$ cat config.mk
export PLATFORM = sky130hd
export DESIGN_NAME = uart_dual_ring_buffer
export DESIGN_NICKNAME = d
export VERILOG_FILES = /design/src/design/udrb_pkg.sv /design/src/design/uart_dual_ring_buffer.sv /design/src/design/udrb_ram.sv /design/src/design/udrb_ctrl.sv /design/src/design/udrb_dp.sv
export SDC_FILE = /design/constraint.sdc
export NUM_CORES = 2
export LEC_CHECK = 0
export ABC_CLOCK_PERIOD_IN_PS = 5900
export BUFFER_PORTS_ARGS = -buffer_cell sky130_fd_sc_hd__buf_2
export CAP_MARGIN = 10
export CORE_UTILIZATION = 35
export DETAILED_ROUTE_END_ITERATION = 10
export SLEW_MARGIN = 20
export SYNTH_ARGS = -nofsm -noshare
export SYNTH_HDL_FRONTEND = slang
export SYNTH_HIERARCHICAL = 1
export SYNTH_SLANG_ARGS = --single-unit
$ cat constraint.sdc
create_clock -name clk_i -period 5.9 [get_ports clk_i]
set_clock_uncertainty 0.05 [all_clocks]
set_input_delay 0.885 -clock clk_i [delete_from_list [all_inputs] [get_ports clk_i]]
set_output_delay 0.885 -clock clk_i [all_outputs]
set_load 0.02 [all_outputs]
$ cat src/design/udrb_pkg.sv
`default_nettype none

package udrb_pkg;

  // default ring depth and byte width
  localparam int unsigned DefaultDepth = 256;
  localparam int unsigned ByteW        = 8;

  // request kind codes
  localparam logic [1:0] KIND_TX_QUEUE = 2'd0;
  localparam logic [1:0] KIND_RX_READ  = 2'd1;
  localparam logic [1:0] KIND_LINE_EVT = 2'd2;

  // one request from the host or the line
  typedef struct packed {
    logic [1:0]       kind;
    logic [ByteW-1:0] host_byte;
    logic [ByteW-1:0] line_byte;
    logic             byte_received;
    logic             line_error;
    logic             transmitter_empty;
  } req_t;

  // one result per request
  typedef struct packed {
    logic [ByteW-1:0] read_byte;
    logic             read_had_data;
    logic             queue_accepted;
    logic             send_valid;
    logic [ByteW-1:0] send_byte;
    logic             rx_dropped;
    logic             rx_available;
    logic             tx_armed;
  } res_t;

  // controller to datapath commands
  typedef struct packed {
    logic load;
    logic exec;
  } cmd_t;

endpackage

`default_nettype wire

$ cat src/design/uart_dual_ring_buffer.sv
// channel   | direction | handshake                  | payload
// request   | in        | start_i high, busy_o low   | req_i
// result    | out       | done_o high for one cycle  | result_o
//
// for each request, the accept cycle reads the head of both
// rings from their memories, the following cycle updates the rings and
// registers the result, which shows with done_o in the next cycle while a
// new request may already be accepted. the registered memory read is why the rings update after the accept cycle.
// reset clears the four ring pointers and the transmit arm flag; ring
// contents are not cleared. the receiver cannot stall the result.
`default_nettype none

module uart_dual_ring_buffer import udrb_pkg::*; #(
  parameter int unsigned Depth = DefaultDepth
) (
  input  wire logic clk_i,
  input  wire logic rst_ni,
  input  wire logic start_i,
  input  wire req_t req_i,
  output logic      busy_o,
  output logic      done_o,
  output res_t      result_o
);

  cmd_t cmd;

  // sequencing
  udrb_ctrl u_ctrl (
    .clk_i   (clk_i),
    .rst_ni  (rst_ni),
    .start_i (start_i),
    .busy_o  (busy_o),
    .done_o  (done_o),
    .cmd_o   (cmd)
  );

  // rings, pointers and result
  udrb_dp #(
    .Depth (Depth)
  ) u_dp (
    .clk_i    (clk_i),
    .rst_ni   (rst_ni),
    .cmd_i    (cmd),
    .req_i    (req_i),
    .result_o (result_o)
  );

endmodule

`default_nettype wire

$ cat src/design/udrb_ram.sv
`default_nettype none

module udrb_ram #(
  parameter int unsigned Width = 8,
  parameter int unsigned Depth = 256
) (
  input  wire logic                     clk_i,
  input  wire logic                     we_i,
  input  wire logic [$clog2(Depth)-1:0] waddr_i,
  input  wire logic [Width-1:0]         wdata_i,
  input  wire logic                     re_i,
  input  wire logic [$clog2(Depth)-1:0] raddr_i,
  output logic      [Width-1:0]         rdata_o
);

  logic [Width-1:0] mem_q [Depth];
  logic [Width-1:0] rdata_q;

  // single write port, registered read port
  always_ff @(posedge clk_i) begin
    if (we_i) begin
      mem_q[waddr_i] <= wdata_i;
    end
    if (re_i) begin
      rdata_q <= mem_q[raddr_i];
    end
  end

  assign rdata_o = rdata_q;

endmodule

`default_nettype wire

$ cat src/design/udrb_ctrl.sv
`default_nettype none

module udrb_ctrl import udrb_pkg::*; (
  input  wire logic clk_i,
  input  wire logic rst_ni,
  input  wire logic start_i,
  output logic      busy_o,
  output logic      done_o,
  output cmd_t      cmd_o
);

  typedef enum logic {
    ST_IDLE,
    ST_EXEC
  } state_e;

  state_e state_q;
  logic   busy_q;
  logic   done_q;
  logic   accept;

  // a request is taken while not busy
  assign accept = start_i & ~busy_q;

  // state, busy and result strobe
  always_ff @(posedge clk_i or negedge rst_ni) begin
    if (!rst_ni) begin
      state_q <= ST_IDLE;
      busy_q  <= 1'b0;
      done_q  <= 1'b0;
    end else begin
      case (state_q)
        ST_IDLE: begin
          done_q <= 1'b0;
          if (accept) begin
            state_q <= ST_EXEC;
            busy_q  <= 1'b1;
          end
        end
        ST_EXEC: begin
          state_q <= ST_IDLE;
          busy_q  <= 1'b0;
          done_q  <= 1'b1;
        end
        default: begin
          state_q <= ST_IDLE;
          busy_q  <= 1'b0;
          done_q  <= 1'b0;
        end
      endcase
    end
  end

  // commands to the datapath
  assign cmd_o.load = accept;
  assign cmd_o.exec = (state_q == ST_EXEC);

  assign busy_o = busy_q;
  assign done_o = done_q;

endmodule

`default_nettype wire

$ cat src/design/udrb_dp.sv
`default_nettype none

module udrb_dp import udrb_pkg::*; #(
  parameter int unsigned Depth = DefaultDepth
) (
  input  wire logic clk_i,
  input  wire logic rst_ni,
  input  wire cmd_t cmd_i,
  input  wire req_t req_i,
  output res_t      result_o
);

  localparam int unsigned PtrW = $clog2(Depth);
  localparam logic [PtrW-1:0] PtrLast = PtrW'(Depth - 1);

  req_t req_q;
  res_t res_q, res_d;

  logic [PtrW-1:0] tx_wptr_q, tx_wptr_d, tx_rptr_q, tx_rptr_d;
  logic [PtrW-1:0] rx_wptr_q, rx_wptr_d, rx_rptr_q, rx_rptr_d;
  logic [PtrW-1:0] tx_wnext, tx_rnext, rx_wnext, rx_rnext;
  logic            armed_q, armed_d;

  logic             tx_we, rx_we;
  logic [ByteW-1:0] tx_rdata, rx_rdata;

  // pointer increment with wrap
  assign tx_wnext = (tx_wptr_q == PtrLast) ? '0 : tx_wptr_q + 1'b1;
  assign tx_rnext = (tx_rptr_q == PtrLast) ? '0 : tx_rptr_q + 1'b1;
  assign rx_wnext = (rx_wptr_q == PtrLast) ? '0 : rx_wptr_q + 1'b1;
  assign rx_rnext = (rx_rptr_q == PtrLast) ? '0 : rx_rptr_q + 1'b1;

  // ring stores, both read at the head on request load
  udrb_ram #(
    .Width (ByteW),
    .Depth (Depth)
  ) u_tx_ram (
    .clk_i   (clk_i),
    .we_i    (tx_we),
    .waddr_i (tx_wptr_q),
    .wdata_i (req_q.host_byte),
    .re_i    (cmd_i.load),
    .raddr_i (tx_rptr_q),
    .rdata_o (tx_rdata)
  );

  udrb_ram #(
    .Width (ByteW),
    .Depth (Depth)
  ) u_rx_ram (
    .clk_i   (clk_i),
    .we_i    (rx_we),
    .waddr_i (rx_wptr_q),
    .wdata_i (req_q.line_byte),
    .re_i    (cmd_i.load),
    .raddr_i (rx_rptr_q),
    .rdata_o (rx_rdata)
  );

  // request decode and next state
  always_comb begin
    tx_wptr_d = tx_wptr_q;
    tx_rptr_d = tx_rptr_q;
    rx_wptr_d = rx_wptr_q;
    rx_rptr_d = rx_rptr_q;
    armed_d   = armed_q;
    tx_we     = 1'b0;
    rx_we     = 1'b0;
    res_d     = '0;

    case (req_q.kind)
      KIND_TX_QUEUE: begin
        if (tx_wnext != tx_rptr_q) begin
          tx_we                = 1'b1;
          tx_wptr_d            = tx_wnext;
          res_d.queue_accepted = 1'b1;
        end
        armed_d = 1'b1;
      end
      KIND_RX_READ: begin
        if (rx_wptr_q != rx_rptr_q) begin
          res_d.read_byte     = rx_rdata;
          res_d.read_had_data = 1'b1;
          rx_rptr_d           = rx_rnext;
        end
      end
      KIND_LINE_EVT: begin
        if (!req_q.line_error) begin
          if (req_q.byte_received) begin
            if (rx_wnext != rx_rptr_q) begin
              rx_we     = 1'b1;
              rx_wptr_d = rx_wnext;
            end else begin
              res_d.rx_dropped = 1'b1;
            end
          end
          if (armed_q && req_q.transmitter_empty) begin
            if (tx_wptr_q != tx_rptr_q) begin
              res_d.send_byte  = tx_rdata;
              res_d.send_valid = 1'b1;
              tx_rptr_d        = tx_rnext;
            end else begin
              armed_d = 1'b0;
            end
          end
        end
      end
      default: begin
      end
    endcase

    res_d.rx_available = (rx_wptr_d != rx_rptr_d);
    res_d.tx_armed     = armed_d;

    // only act in the execute cycle
    if (!cmd_i.exec) begin
      tx_wptr_d = tx_wptr_q;
      tx_rptr_d = tx_rptr_q;
      rx_wptr_d = rx_wptr_q;
      rx_rptr_d = rx_rptr_q;
      armed_d   = armed_q;
      tx_we     = 1'b0;
      rx_we     = 1'b0;
    end
  end

  // ring pointers and transmit arm flag
  always_ff @(posedge clk_i or negedge rst_ni) begin
    if (!rst_ni) begin
      tx_wptr_q <= '0;
      tx_rptr_q <= '0;
      rx_wptr_q <= '0;
      rx_rptr_q <= '0;
      armed_q   <= 1'b0;
    end else begin
      tx_wptr_q <= tx_wptr_d;
      tx_rptr_q <= tx_rptr_d;
      rx_wptr_q <= rx_wptr_d;
      rx_rptr_q <= rx_rptr_d;
      armed_q   <= armed_d;
    end
  end

  // request and result registers
  always_ff @(posedge clk_i) begin
    if (cmd_i.load) begin
      req_q <= req_i;
    end
    if (cmd_i.exec) begin
      res_q <= res_d;
    end
  end

  assign result_o = res_q;

endmodule

`default_nettype wire
==> flow_summary_export.csv <==
group,metric,value,unit
critical_path,slowest_stage,"dfrtp_1",
clocking,root_buffer,"clkbuf_16",
synth,synth_warnings,6,
clocking,clkLatencyLatePin,1.00,ns
timing,rsz0062_at_grt,"false",
timing,worst_slack,0.505,ns
synth,ys_async_sr_fraction,0.00859,
synth,synth_cell_types,89,
timing,period_minus_slack,5.40,ns
critical_path,cp-end-kind,"register",
critical_path,crit_path_max_fanout,19,
clocking,cts_tree,"built",
synth,netlist_top_cells_area,"edfxtp_1 (76%), mux4_2 (12%), mux2i_1 (1.7%)",
min_path,hp-start,"req_i[7]",
critical_path,r2r_cells,10,
routing,wl_per_cell,29.0,um
power,power_density,371,nW/um2
routing,drc_errors,0,
synth,ys.flop_type,"edfxtp_1",
critical_path,critPathKind,"register to register",
synth,synth_nets,7895,
floorplan,row_count,250,
global_routing,antenna_found_initial,29,
global_routing,grt_pass1_vias,82100,
job,maxCapViolCount,0,
clocking,path_clk_slew,0.06,ns
layout,drive_above_1_share,0.224,
clocking,cts_max_level,5,
timing,drv_slew,0,
synth,netlist_instances,7867,
critical_path,cp_top_family,"simple AND/OR/NAND/NOR gates",
routing,firstDrtPassIters,8,
routing,post_drt_via_cell_ratio,5.59,
placement,dp_hpwl,258000,um
layout,most-common-layout-cells,"edfxtp_1 (4155), mux4_2 (908), nor2_1 (582)",
layout,layout_commonest_cell,"edfxtp_1",
critical_path,timing.critical_path.buf_inv,2,
min_path,min_path_cells,1,
placement,portBuffers,47,
critical_path,slowest_delay,0.67,ns
floorplan,ios,48,
layout,seq_area,126000,um2
synth,syn_avg_cell_area,20.8,um2
clocking,cts_buffer_depth,4,
min_path,hold_class,"primary input to register",
global_routing,grt_usage,0.176,
critical_path,arrival,5.91,ns
synth,netlist.area_leader.share,0.762,
floorplan,coreArea,465000,um2
min_path,hold_path_end,"u_dp/req_q[7]",
layout,synthToLayoutAreaGrowth,13.1,%
layout,n_fill_cell,40600,
power,ir_worst_vdd,354,uV
critical_path,cp.required,6.42,ns
layout,multi_input_area,35000,um2
floorplan,die_height,686,um
placement,place_ws,0.705,ns
routing,drtAntennaViolNets,0,
floorplan,dieArea,470000,um2
global_routing,grt_pass1_wl,608000,um
critical_path,worstPathCellList,"ha_1, nand3_1, nor3_1, nor2_1, a311oi_1, o311a_1, buf_4, nand4_1, buf_4, nor2_1",
critical_path,rrSetupSlack,0.50,ns
clocking,cts_inserted_buffers,411,
timing,slew_headroom,0.130,
clocking,numClockSinks,4191,
timing,worstMarginPinSlew,1.31,ns
synth,synth_top_area_cell,"edfxtp_1",
routing,drt-total-wl,424000,um
critical_path,reg2reg_to,"u_dp/u_tx_ram/mem_q[235][5]",
synth,ys_seq_area_frac,0.768,
timing,fin_tns_setup,0,ns
timing,hold_slack,0.0657,ns
power,leakage,55.0,nW
critical_path,cp-start-kind,"register",
global_routing,grt_max_degree,202,
floorplan,die_x,686,um
critical_path,worstSetupStartpoint,"u_dp/tx_wptr_q[0]",
synth,synth.cell_area,164000,um2
routing,drt_iter0_drc,10800,
routing,dr_total_vias,81800,
status,status,"finished clean",
placement,gp_congestion,0.916,
global_routing,grt-ovfl-total,0,
timing,finalCritPeriodShare,0.914,
critical_path,reg2reg_from,"u_dp/tx_wptr_q[0]",
synth,synth_seq_cells,4191,
floorplan,start_util,0.352,
timing,setup_violations,0,
timing,max_freq,185,MHz
layout,fin_nets,8119,
timing,hold_violations,0,
synth,synth_edf_count,4155,
## stage by stage
stage	area [um2]	total power (W)	instances	util
2_1_floorplan	164000	0.0402	7867	-
3_3_place_gp	171000	0.0422	13800	0.368
3_5_place_dp	171000	0.0423	13800	0.368
4_1_cts	185000	0.0693	14600	0.398
5_1_grt	185000	0.0707	14600	0.398
6_report	185000	0.0687	14600	0.398
## cell type report
| cell class | count | share of cell area |
|---|---|---|
| Multi-Input combinational cell | 3173 | 0.189 |
| Timing Repair Buffer | 302 | 0.0142 |
| Tap cell | 6174 | 0.0417 |
| Inverter | 12 | 0.000243 |
| Clock inverter | 278 | 0.0178 |
| Sequential cell | 4191 | 0.679 |
| Clock buffer | 484 | 0.0577 |
| Antenna cell | 11 | 0.000149 |
## how the worst max path moves through the flow
stage | slack [ns] | depth (start not counted) | endpoint
final | 0.50 | 10 | u_dp/u_tx_ram/mem_q[235][5]
after global routing | 0.28 | 10 | u_dp/u_tx_ram/mem_q[59][1]
after CTS | 0.61 | 10 | u_dp/u_tx_ram/mem_q[11][2]
after detailed placement | 0.70 | 10 | u_dp/u_tx_ram/mem_q[11][2]
after global placement | 0.78 | 10 | u_dp/u_tx_ram/mem_q[11][2]
after floorplan | 1.80 | 0 | u_dp/u_rx_ram/mem_q[0][0]
## power breakdown
| part | switching [W] | leakage, nW | internal (W) |
|---|---|---|---|
| Clock | 0.0114 | 6.77 | 0.0157 |
| Sequential | 0.000213 | 37.8 | 0.0328 |
| Combinational | 0.00485 | 10.4 | 0.00385 |
## synthesized netlist by cell type (21+ instances only)
| master | number |
|---|---|
| nand2b_1 | 21 |
| buf_6 | 45 |
| buf_1 | 44 |
| o21ai_0 | 37 |
| edfxtp_1 | 4155 |
| o221ai_1 | 94 |
| xnor2_1 | 26 |
| nor4_1 | 51 |
| nand3_1 | 80 |
| a21oi_1 | 212 |
| dfrtp_1 | 36 |
| buf_2 | 66 |
| nand2_1 | 97 |
| nor3_1 | 53 |
| a211oi_1 | 33 |
| o22ai_1 | 56 |
| buf_8 | 26 |
| buf_4 | 58 |
| xor2_1 | 24 |
| nor2b_1 | 68 |
| o211ai_1 | 21 |
| mux2i_1 | 273 |
| a22oi_1 | 268 |
| nor2_1 | 588 |
| nand4_1 | 25 |
| a221oi_1 | 26 |
| and2_1 | 31 |
| clkbuf_1 | 229 |
| mux4_2 | 908 |
## timing repair
action / in CTS / in global routing
setup buffers: 0 / 0
hold endpoints to repair: 20 / 0
resized for setup: 0 / 0
hold buffers: 18 / 0
## flip-flops by register name, summed over array words and instances, names as in the netlist, 21 cells and up
name                 flops
u_dp/req_q              21
u_dp/result_o           22
u_dp/u_rx_ram/mem_q   2048
u_dp/u_tx_ram/mem_q   2048
## metal layers
layer / wire length (um) / part of all wire / global-route usage / vias up
met2: 198000 / 0.47 / 0.276 / 4018
met3: 37800 / 0.089 / 0.0348 / 678
met4: 13300 / 0.031 / 0.0521 / 18
li1: - / - / - / 33400
met1: 175000 / 0.41 / 0.249 / 43700
met5: 385 / 0.00091 / 0.00469 / -
## cell families after synthesis
logic type,after synthesis,share of synthesized area
AO/OA/AOI/OAI,847,0.0364
XOR/XNOR,50,0.00268
adder cells (fa/ha/maj),4,0.000306
buffers and inverters,503,0.0194
flip-flops,4191,0.768
multiplexers,1196,0.143
AND/OR/NAND/NOR,1076,0.0305
Note: power is estimated with default switching activity, not from simulation.
